### src/rtl/tmm_pkg.sv
// Shared types and constants for the tricopter motor mixer.
// Word layouts of both stream channels, the register file and the stage-one record.
// No dependencies.
`default_nettype none

package tmm_pkg;

    localparam int unsigned IN_DATA_W  = 128;
    localparam int unsigned OUT_DATA_W = 56;
    localparam int unsigned CFG_IDX_W  = 3;
    localparam int unsigned CFG_DATA_W = 12;

    // Register reset values
    localparam logic [11:0] MIN_THROTTLE_RST   = 12'd1100;
    localparam logic [11:0] PULSE_MAX_RST      = 12'd2000;
    localparam logic [11:0] PULSE_MIN_RST      = 12'd1000;
    localparam logic [11:0] PULSE_CENTRE_RST   = 12'd1500;
    localparam logic [11:0] ALT_LEVEL_RST      = 12'd1300;
    localparam logic [11:0] HEADING_LEVEL_RST  = 12'd1300;
    localparam logic [11:0] THROTTLE_ZONE_RST  = 12'd50;
    localparam logic [7:0]  HEADING_GAIN_RST   = 8'd30;

    typedef enum logic [CFG_IDX_W-1:0] {
        CFG_MIN_THROTTLE   = 3'd0,
        CFG_PULSE_MAX      = 3'd1,
        CFG_PULSE_MIN      = 3'd2,
        CFG_PULSE_CENTRE   = 3'd3,
        CFG_ALT_LEVEL      = 3'd4,
        CFG_HEADING_LEVEL  = 3'd5,
        CFG_THROTTLE_ZONE  = 3'd6,
        CFG_HEADING_GAIN   = 3'd7
    } cfg_index_t;

    typedef struct packed {
        logic [11:0] min_throttle;
        logic [11:0] pulse_max;
        logic [11:0] pulse_min;
        logic [11:0] pulse_centre;
        logic [11:0] alt_switch_level;
        logic [11:0] heading_switch_level;
        logic [11:0] throttle_zone;
        logic [7:0]  heading_gain;
    } cfg_t;

    // Input word, lowest field last
    typedef struct packed {
        logic [5:0]         pad;
        logic signed [8:0]  pitch_deg;
        logic signed [8:0]  roll_deg;
        logic signed [8:0]  heading_deg;
        logic [11:0]        heading_switch;
        logic signed [10:0] yaw_stick;
        logic signed [11:0] yaw_drive;
        logic signed [11:0] roll_drive;
        logic signed [11:0] pitch_drive;
        logic signed [11:0] alt_correction;
        logic [11:0]        alt_switch;
        logic [11:0]        throttle_level;
    } in_word_t;

    // Result word, lowest field last
    typedef struct packed {
        logic [5:0]  pad;
        logic        alt_active;
        logic        alt_engage;
        logic [11:0] tail_servo;
        logic [11:0] motor_tail;
        logic [11:0] motor_right;
        logic [11:0] motor_left;
    } out_word_t;

    // Hold stage result handed to the mixer
    typedef struct packed {
        logic [11:0]        thr;
        logic               engage;
        logic               active;
        logic signed [11:0] pitch_drive;
        logic signed [11:0] roll_drive;
        logic signed [11:0] yaw_drive;
        logic signed [10:0] yaw_stick;
        logic signed [18:0] head_prod;
    } hold_t;

endpackage

`default_nettype wire

### src/rtl/tricopter_motor_mixer.sv
// Tricopter motor mixer: one control update in, three motor pulses and a servo pulse out.
// Three register stages: input word, hold stage, result word.
// Depends on tmm_pkg, tmm_hold and tmm_mix.
//
// Usage:
//   s_tvalid/s_tready/s_tdata carry one control update per word; m_tvalid/m_tready/m_tdata
//   carry one result per update. A word moves when tvalid and tready are both high.
//   cfg_we/cfg_index/cfg_data write one register per cycle; write only while no update is
//   in flight.
//   An accepted word passes through the input register, hold register and result register
//   before its result shows on m_tdata.
//   Throughput: one update per cycle while m_tready stays high, set by the combinational
//   hold and mix logic; the latch state advances as each update leaves the input register.
//   Reset clears all valids, the hold latches and the held values, and loads the register
//   defaults; the block can take a word in the first cycle after reset.
//   When the receiver stalls, the result holds and the two earlier stages keep filling;
//   s_tready falls only once all three stages are full.
`default_nettype none

module tricopter_motor_mixer (
    input  wire logic                              clk,
    input  wire logic                              rst_n,
    // throttle_level, alt_switch, alt_correction, pitch_drive, roll_drive, yaw_drive,
    // yaw_stick, heading_switch, heading_deg, roll_deg, pitch_deg, zero pad
    input  wire logic [tmm_pkg::IN_DATA_W-1:0]     s_tdata,
    input  wire logic                              s_tvalid,
    output logic                                   s_tready,
    // motor_left, motor_right, motor_tail, tail_servo, alt_engage, alt_active, zero pad
    output logic [tmm_pkg::OUT_DATA_W-1:0]         m_tdata,
    output logic                                   m_tvalid,
    input  wire logic                              m_tready,
    input  wire logic                              cfg_we,
    input  wire logic [tmm_pkg::CFG_IDX_W-1:0]     cfg_index,
    input  wire logic [tmm_pkg::CFG_DATA_W-1:0]    cfg_data
);

    tmm_pkg::cfg_t      cfg_reg;
    tmm_pkg::in_word_t  in_word_reg;
    tmm_pkg::hold_t     hold_word;
    tmm_pkg::hold_t     mid_word_reg;
    tmm_pkg::out_word_t mix_word;
    tmm_pkg::out_word_t out_word_reg;
    logic               in_valid_reg;
    logic               mid_valid_reg;
    logic               out_valid_reg;
    logic               out_en;
    logic               mid_en;
    logic               in_en;
    logic               hold_fire;

    // Stage enables
    assign out_en    = !out_valid_reg || m_tready;
    assign mid_en    = !mid_valid_reg || out_en;
    assign in_en     = !in_valid_reg || mid_en;
    assign hold_fire = in_valid_reg && mid_en;
    assign s_tready  = in_en;
    assign m_tvalid  = out_valid_reg;
    assign m_tdata   = out_word_reg;

    // Register file writes
    always_ff @(posedge clk or negedge rst_n)
    begin
        if (!rst_n)
        begin
            cfg_reg.min_throttle         <= tmm_pkg::MIN_THROTTLE_RST;
            cfg_reg.pulse_max            <= tmm_pkg::PULSE_MAX_RST;
            cfg_reg.pulse_min            <= tmm_pkg::PULSE_MIN_RST;
            cfg_reg.pulse_centre         <= tmm_pkg::PULSE_CENTRE_RST;
            cfg_reg.alt_switch_level     <= tmm_pkg::ALT_LEVEL_RST;
            cfg_reg.heading_switch_level <= tmm_pkg::HEADING_LEVEL_RST;
            cfg_reg.throttle_zone        <= tmm_pkg::THROTTLE_ZONE_RST;
            cfg_reg.heading_gain         <= tmm_pkg::HEADING_GAIN_RST;
        end
        else if (cfg_we)
        begin
            case (tmm_pkg::cfg_index_t'(cfg_index))
                tmm_pkg::CFG_MIN_THROTTLE:  cfg_reg.min_throttle         <= cfg_data;
                tmm_pkg::CFG_PULSE_MAX:     cfg_reg.pulse_max            <= cfg_data;
                tmm_pkg::CFG_PULSE_MIN:     cfg_reg.pulse_min            <= cfg_data;
                tmm_pkg::CFG_PULSE_CENTRE:  cfg_reg.pulse_centre         <= cfg_data;
                tmm_pkg::CFG_ALT_LEVEL:     cfg_reg.alt_switch_level     <= cfg_data;
                tmm_pkg::CFG_HEADING_LEVEL: cfg_reg.heading_switch_level <= cfg_data;
                tmm_pkg::CFG_THROTTLE_ZONE: cfg_reg.throttle_zone        <= cfg_data;
                tmm_pkg::CFG_HEADING_GAIN:  cfg_reg.heading_gain         <= cfg_data[7:0];
                default: ;
            endcase
        end
    end

    // Pipeline valids
    always_ff @(posedge clk or negedge rst_n)
    begin
        if (!rst_n)
        begin
            in_valid_reg  <= 1'b0;
            mid_valid_reg <= 1'b0;
            out_valid_reg <= 1'b0;
        end
        else
        begin
            if (in_en)
            begin
                in_valid_reg <= s_tvalid;
            end
            if (mid_en)
            begin
                mid_valid_reg <= in_valid_reg;
            end
            if (out_en)
            begin
                out_valid_reg <= mid_valid_reg;
            end
        end
    end

    // Pipeline payload
    always_ff @(posedge clk)
    begin
        if (s_tvalid && in_en)
        begin
            in_word_reg <= tmm_pkg::in_word_t'(s_tdata);
        end
        if (hold_fire)
        begin
            mid_word_reg <= hold_word;
        end
        if (mid_valid_reg && out_en)
        begin
            out_word_reg <= mix_word;
        end
    end

    tmm_hold u_hold (
        .clk   (clk),
        .rst_n (rst_n),
        .fire  (hold_fire),
        .word  (in_word_reg),
        .cfg   (cfg_reg),
        .hold  (hold_word)
    );

    tmm_mix u_mix (
        .hold (mid_word_reg),
        .cfg  (cfg_reg),
        .word (mix_word)
    );

`ifndef ASSERT_OFF
    // Engaging hold passes the captured throttle through unchanged
    a_engage_capture: assert property (@(posedge clk) disable iff (!rst_n)
        hold_fire && hold_word.engage |=>
            mid_word_reg.thr == $past(in_word_reg.throttle_level))
        else $error("engage step did not pass the captured throttle");

    // An engage step always leaves hold active
    a_engage_active: assert property (@(posedge clk) disable iff (!rst_n)
        out_valid_reg && out_word_reg.alt_engage |-> out_word_reg.alt_active)
        else $error("engage step reported hold inactive");

    // Input stalls only when every stage is full and the output is blocked
    a_stall_cause: assert property (@(posedge clk) disable iff (!rst_n)
        !s_tready |-> in_valid_reg && mid_valid_reg && out_valid_reg && !m_tready)
        else $error("input stalled with room in the pipeline");
`endif

endmodule

`default_nettype wire

### src/rtl/tmm_hold.sv
// Hold stage: altitude and heading hold latches, effective throttle and heading product.
// Holds the latch state registers. Depends on tmm_pkg.
`default_nettype none

module tmm_hold (
    input  wire logic             clk,
    input  wire logic             rst_n,
    input  wire logic             fire,
    input  wire tmm_pkg::in_word_t word,
    input  wire tmm_pkg::cfg_t     cfg,
    output tmm_pkg::hold_t         hold
);

    logic              alt_hold_reg;
    logic              alt_hold_next;
    logic [11:0]       held_throttle_reg;
    logic [11:0]       held_throttle_next;
    logic              head_hold_reg;
    logic              head_hold_next;
    logic signed [8:0] held_heading_reg;
    logic signed [8:0] held_heading_next;

    logic               sw_on;
    logic               engage;
    logic [11:0]        held_thr;
    logic signed [12:0] thr_diff;
    logic [12:0]        thr_mag;
    logic               drop;
    logic signed [13:0] thr_sum;
    logic [11:0]        thr_sat;
    logic               hsw_on;
    logic signed [8:0]  held_h;
    logic               centred;
    logic               level;
    logic               keep;
    logic signed [9:0]  err;
    logic signed [8:0]  gain_s;
    logic signed [18:0] prod;

    // Altitude hold latch and effective throttle
    always_comb
    begin
        sw_on    = word.alt_switch <= cfg.alt_switch_level;
        engage   = sw_on && !alt_hold_reg;
        held_thr = engage ? word.throttle_level : held_throttle_reg;
        thr_diff = signed'({1'b0, word.throttle_level}) - signed'({1'b0, held_thr});
        thr_mag  = thr_diff[12] ? 13'(-thr_diff) : 13'(thr_diff);
        drop     = thr_mag > {1'b0, cfg.throttle_zone};
        thr_sum  = signed'({2'b00, held_thr})
                 + (engage ? 14'sd0 : 14'(word.alt_correction));
        if (thr_sum < 14'sd0)
        begin
            thr_sat = 12'd0;
        end
        else if (thr_sum > 14'sd4095)
        begin
            thr_sat = 12'd4095;
        end
        else
        begin
            thr_sat = thr_sum[11:0];
        end
        alt_hold_next      = sw_on && !drop;
        held_throttle_next = held_thr;
    end

    // Heading hold latch and gain product
    always_comb
    begin
        hsw_on  = word.heading_switch <= cfg.heading_switch_level;
        held_h  = (hsw_on && !head_hold_reg) ? word.heading_deg : held_heading_reg;
        centred = (word.yaw_stick > -11'sd30) && (word.yaw_stick < 11'sd30);
        level   = (word.roll_deg > -9'sd25) && (word.roll_deg < 9'sd25)
               && (word.pitch_deg > -9'sd25) && (word.pitch_deg < 9'sd25);
        keep    = centred && hsw_on;
        err     = 10'(word.heading_deg) - 10'(held_h);
        gain_s  = signed'({1'b0, cfg.heading_gain});
        prod    = err * gain_s;
        head_hold_next    = hsw_on;
        held_heading_next = keep ? held_h : word.heading_deg;
    end

    // Assemble the stage result
    always_comb
    begin
        hold.thr         = sw_on ? thr_sat : word.throttle_level;
        hold.engage      = engage;
        hold.active      = alt_hold_next;
        hold.pitch_drive = word.pitch_drive;
        hold.roll_drive  = word.roll_drive;
        hold.yaw_drive   = word.yaw_drive;
        hold.yaw_stick   = word.yaw_stick;
        hold.head_prod   = (keep && level) ? prod : 19'sd0;
    end

    // Advance latch state once per item
    always_ff @(posedge clk or negedge rst_n)
    begin
        if (!rst_n)
        begin
            alt_hold_reg      <= 1'b0;
            held_throttle_reg <= 12'd0;
            head_hold_reg     <= 1'b0;
            held_heading_reg  <= 9'sd0;
        end
        else if (fire)
        begin
            alt_hold_reg      <= alt_hold_next;
            held_throttle_reg <= held_throttle_next;
            head_hold_reg     <= head_hold_next;
            held_heading_reg  <= held_heading_next;
        end
    end

endmodule

`default_nettype wire

### src/rtl/tmm_mix.sv
// Mixer stage: motor mixing with pitch thirds, heading correction and servo clamp.
// Purely combinational. Depends on tmm_pkg.
`default_nettype none

module tmm_mix (
    input  wire tmm_pkg::hold_t  hold,
    input  wire tmm_pkg::cfg_t   cfg,
    output tmm_pkg::out_word_t   word
);

    // Truncating divide by 3 for |x| <= 8192, reciprocal 43691 / 2^17
    function automatic logic signed [12:0] div3(input logic signed [14:0] x);
        logic [13:0] mag;
        logic [29:0] prod;
        logic [11:0] q;
        mag  = x[14] ? 14'(-x) : x[13:0];
        prod = 30'(mag) * 30'(16'd43691);
        q    = prod[28:17];
        return x[14] ? -13'(q) : 13'(q);
    endfunction

    // Truncating divide by 30 for |x| < 2^17, reciprocal 139811 / 2^22
    function automatic logic signed [13:0] div30(input logic signed [18:0] x);
        logic [17:0] mag;
        logic [35:0] prod;
        logic [12:0] q;
        mag  = x[18] ? 18'(-x) : x[17:0];
        prod = 36'(mag) * 36'(18'd139811);
        q    = prod[34:22];
        return x[18] ? -14'(q) : 14'(q);
    endfunction

    // Lower bound tested first, so when they cross a value below lo gets lo and any other gets hi
    function automatic logic [11:0] clamp(input logic signed [15:0] v,
                                          input logic [11:0] lo,
                                          input logic [11:0] hi);
        logic [11:0] r;
        if (v < signed'({4'b0000, lo}))
        begin
            r = lo;
        end
        else if (v > signed'({4'b0000, hi}))
        begin
            r = hi;
        end
        else
        begin
            r = v[11:0];
        end
        return r;
    endfunction

    logic signed [12:0] d2;
    logic signed [12:0] d4;
    logic signed [15:0] thr_s;
    logic signed [15:0] v_left;
    logic signed [15:0] v_right;
    logic signed [15:0] v_tail;
    logic signed [13:0] head_corr;
    logic signed [15:0] stick_eff;
    logic signed [15:0] v_servo;

    // Mix motors
    always_comb
    begin
        d2      = div3(15'(signed'({hold.pitch_drive, 1'b0})));
        d4      = div3(15'(signed'({hold.pitch_drive, 2'b00})));
        thr_s   = signed'({4'b0000, hold.thr});
        v_left  = thr_s + 16'(hold.roll_drive) - 16'(d2);
        v_right = thr_s - 16'(hold.roll_drive) - 16'(d2);
        v_tail  = thr_s + 16'(d4);
        if (hold.thr <= cfg.min_throttle)
        begin
            word.motor_left  = hold.thr;
            word.motor_right = hold.thr;
            word.motor_tail  = hold.thr;
        end
        else
        begin
            word.motor_left  = clamp(v_left, cfg.min_throttle, cfg.pulse_max);
            word.motor_right = clamp(v_right, cfg.min_throttle, cfg.pulse_max);
            word.motor_tail  = clamp(v_tail, cfg.min_throttle, cfg.pulse_max);
        end

        // Heading-corrected stick into the tail servo
        head_corr  = div30(hold.head_prod);
        stick_eff  = 16'(hold.yaw_stick) - 16'(head_corr);
        v_servo    = signed'({4'b0000, cfg.pulse_centre}) - stick_eff
                   + 16'(hold.yaw_drive);
        word.tail_servo = clamp(v_servo, cfg.pulse_min, cfg.pulse_max);
        word.alt_engage = hold.engage;
        word.alt_active = hold.active;
        word.pad        = 6'd0;
    end

endmodule

`default_nettype wire

### config.mk
export PLATFORM = sky130hd
export DESIGN_NAME = tricopter_motor_mixer
export DESIGN_NICKNAME = d
export VERILOG_FILES = /design/src/rtl/tmm_pkg.sv /design/src/rtl/tricopter_motor_mixer.sv /design/src/rtl/tmm_hold.sv /design/src/rtl/tmm_mix.sv
export SDC_FILE = /design/constraint.sdc
export NUM_CORES = 1
export LEC_CHECK = 0
export BUFFER_PORTS_ARGS = -buffer_cell sky130_fd_sc_hd__buf_2
export CAP_MARGIN = 30
export CORE_MARGIN = 2
export CORE_UTILIZATION = 56
export CTS_BUF_LIST = sky130_fd_sc_hd__clkbuf_4 sky130_fd_sc_hd__clkbuf_8
export CTS_CLUSTER_DIAMETER = 50
export DETAILED_ROUTE_END_ITERATION = 8
export PLACE_DENSITY = 0.74
export SETUP_SLACK_MARGIN = 0.3
export SLEW_MARGIN = 20
export SYNTH_ARGS = -nofsm -noshare
export SYNTH_HDL_FRONTEND = slang
export SYNTH_SLANG_ARGS = --single-unit
### constraint.sdc
create_clock -name clk -period 18.1 [get_ports clk]
set_input_delay 3.62 -clock clk [delete_from_list [all_inputs] [get_ports clk]]
set_output_delay 3.62 -clock clk [all_outputs]
set_load 0.05 [all_outputs]
==> out/metrics.cfg <==
[run_status]
status=complete, no violations

[floorplanning]
die_x_um=261
initial_core_util_pct=56.5
rows=94
ios=206
die_height_um=261
design.core.area_sq_mm=0.0656
die_area_sq_mm=0.0683

[placement]
place_hpwl_um=67400
port_buffers=193
dpl.cell_count=4630
post-place-ws_ns=5.16
post_dp_cell_area_sq_mm=0.0390
gp_congestion=0.978

[route]
wl_um=83600
vias_per_cell=5.65
ant_nets=0
first_pass_iters=6
routedWlPerCell_um=17.6
drcViolationCount=0
drt_iter0_markers=1739
vias=26900

[global_route]
grt_max_degree=70
antenna_found_initial=6
track_usage_pct=25.0
globalRouteOverflowTotal=0
first_global_vias=26900
grt_first_pass_wirelength_um=136000

[yosys]
synth-seq-area-share_pct=28.5
synth_warnings=0
synth_cells=3618
ys_ff_latch=370
synth-edff-count=252
ys.flop_type=edfxtp_1
ys_async_sr_fraction_pct=31.9
synth.distinct_cells=91
netlist_area_sq_mm=0.0371
syn_avg_cell_area_sq_um=10.2

[sta]
setup_violations=0
fin_crit_sh_pct=72.4
hold_viol_final=0
period_needed_ns=13.11
fin_skew_ns=0.0568
rsz0062_at_grt=no
drv_slew=0
setup_ws_ns=4.99
relSlewSlack_pct=36.1
max_freq_mhz=76.3
tns_ns=0
tightest_slew_ns=0.959

[job]
maxCapViolations=0

[cts]
cts_root_buffer=clkbuf_8
cts_tree=yes
path_clk_slew_ns=0.06
post-cts-setup-buffer-count=0
ctsHoldBuffers=0
numCtsBuffers=67
clk_latency_ns=0.68
cts_resized=0
cts_buffer_depth=3
htreeDepth=3
clock-sinks=370

[final_layout]
final_common_cell=ha_1
layout.cells.non_filler=4758
largest_reg_flops=122
final_cell_area_sq_mm=0.0406
fill_cells=5397
fin_nets=4838
syn_to_final_growth_pct=9.65
drive_gt1_share_pct=12.5
mostFrequentLayoutCells=613 x ha_1, 599 x inv_1, 252 x edfxtp_1

[worst_setup_path]
critPathMaxFanout=12
critical_path_class=reg -> reg
crit_buf_inv=9
path_common_cell=inv_1
arrival_ns=13.51
end_kind=flip-flop
max_stage_delay_ns=0.56
reg2reg_slack_ns=4.99
crit_required_ns=18.51
crit_slowest_cell=or4_1
cp-start-kind=flip-flop
cp_top_family=adder cells

[worst_hold_path]
hp-class=reg -> reg

## final cells by class
type / count / area [sq um] / share of cell area, %
Clock inverter: 24 / 310 / 0.764
Clock buffer: 100 / 1230 / 3.03
Antenna cell: 2 / 5.00 / 0.0123
Tap cell: 864 / 1080 / 2.66
Multi-Input combinational cell: 2580 / 24000 / 59.1
Sequential cell: 370 / 10600 / 26.0
Inverter: 600 / 2250 / 5.54
Timing Repair Buffer: 218 / 1180 / 2.91
## Yosys cell counts (all sizes together), types with 7 or more instances
cell type | number | area, sq um
edfxtp | 252 | 7570
nor3 | 37 | 185
nor2 | 93 | 349
clkbuf | 57 | 214
nand2 | 221 | 830
nor4 | 10 | 62.6
a31oi | 21 | 131
nor3b | 10 | 75.1
dfstp | 38 | 998
nor2b | 32 | 200
fa | 240 | 4800
o221ai | 25 | 219
and3 | 28 | 175
o211ai | 17 | 128
dfrtp | 80 | 2000
or4 | 8 | 63.8
a22oi | 7 | 52.6
o21a | 42 | 315
a211oi | 18 | 135
o21ai | 167 | 836
nand4 | 35 | 219
or2 | 27 | 169
ha | 613 | 7670
nand3 | 29 | 145
a2111oi | 14 | 130
inv | 600 | 2250
and2 | 72 | 450
xnor2 | 143 | 1270
xor2 | 53 | 464
mux2i | 78 | 806
a21o | 76 | 571
o221a | 13 | 146
o31ai | 25 | 188
o21bai | 18 | 135
nand2b | 33 | 206
a21boi | 17 | 128
or3 | 25 | 156
a21oi | 156 | 781
mux2 | 77 | 867
buf | 18 | 106
## path summary, 6_finish.rpt
path                                  start               end  cells past startpoint
max                        mid_word_reg[58]        m_tdata[0]                     48
min                         in_word_reg[62]  mid_word_reg[32]                      0
max reg2reg                mid_word_reg[58]        m_tdata[0]                     48
min reg2reg                 in_word_reg[62]  mid_word_reg[32]                      0
max in group asynchronous             rst_n       cfg_reg[57]                      3
min in group asynchronous             rst_n        cfg_reg[5]                      1
## routing by layer
layer / track usage (%) / vias up / part of all wire, %
met1: 32.8 / 13000 / 43
li1: - / 13000 / -
met4: 8.46 / 4 / 3.3
met5: 0 / - / 0.032
met3: 3.46 / 176 / 5.7
met2: 42.7 / 734 / 48
## kinds of logic after synthesis
| family | after synthesis | share of synthesized area, % |
|---|---|---|
| flip-flops | 370 | 28.5 |
| multiplexers | 155 | 4.51 |
| buffers and inverters | 675 | 6.94 |
| other | 1 | 0.0101 |
| adder cells (fa/ha/maj) | 853 | 33.7 |
| XOR/XNOR | 196 | 4.68 |
| AO/OA/AOI/OAI | 683 | 12.2 |
| AND/OR/NAND/NOR | 685 | 9.49 |
## per-stage QoR
stage               utilization, %  hold slack (ns)
floorplan                        -            0.400
global placement              59.5            0.401
detailed placement            59.5            0.405
CTS                           61.9            0.418
global route                  61.9            0.419
finish                        61.9            0.416
## worst register-to-register path, delay by kind of cell, from the launching register on
family | cells | cell delay (ns)
fa+ha+maj | 11 | 4.42
compound gates | 13 | 3.59
simple gates | 9 | 2.07
buf+inv | 9 | 0.92
mux | 3 | 0.88
xor+xnor | 3 | 0.55
flops | 1 | 0.45
Power is left out: the tool's default activity adds up to more than one toggle a clock period on the data nets, which glitch-free logic cannot reach.
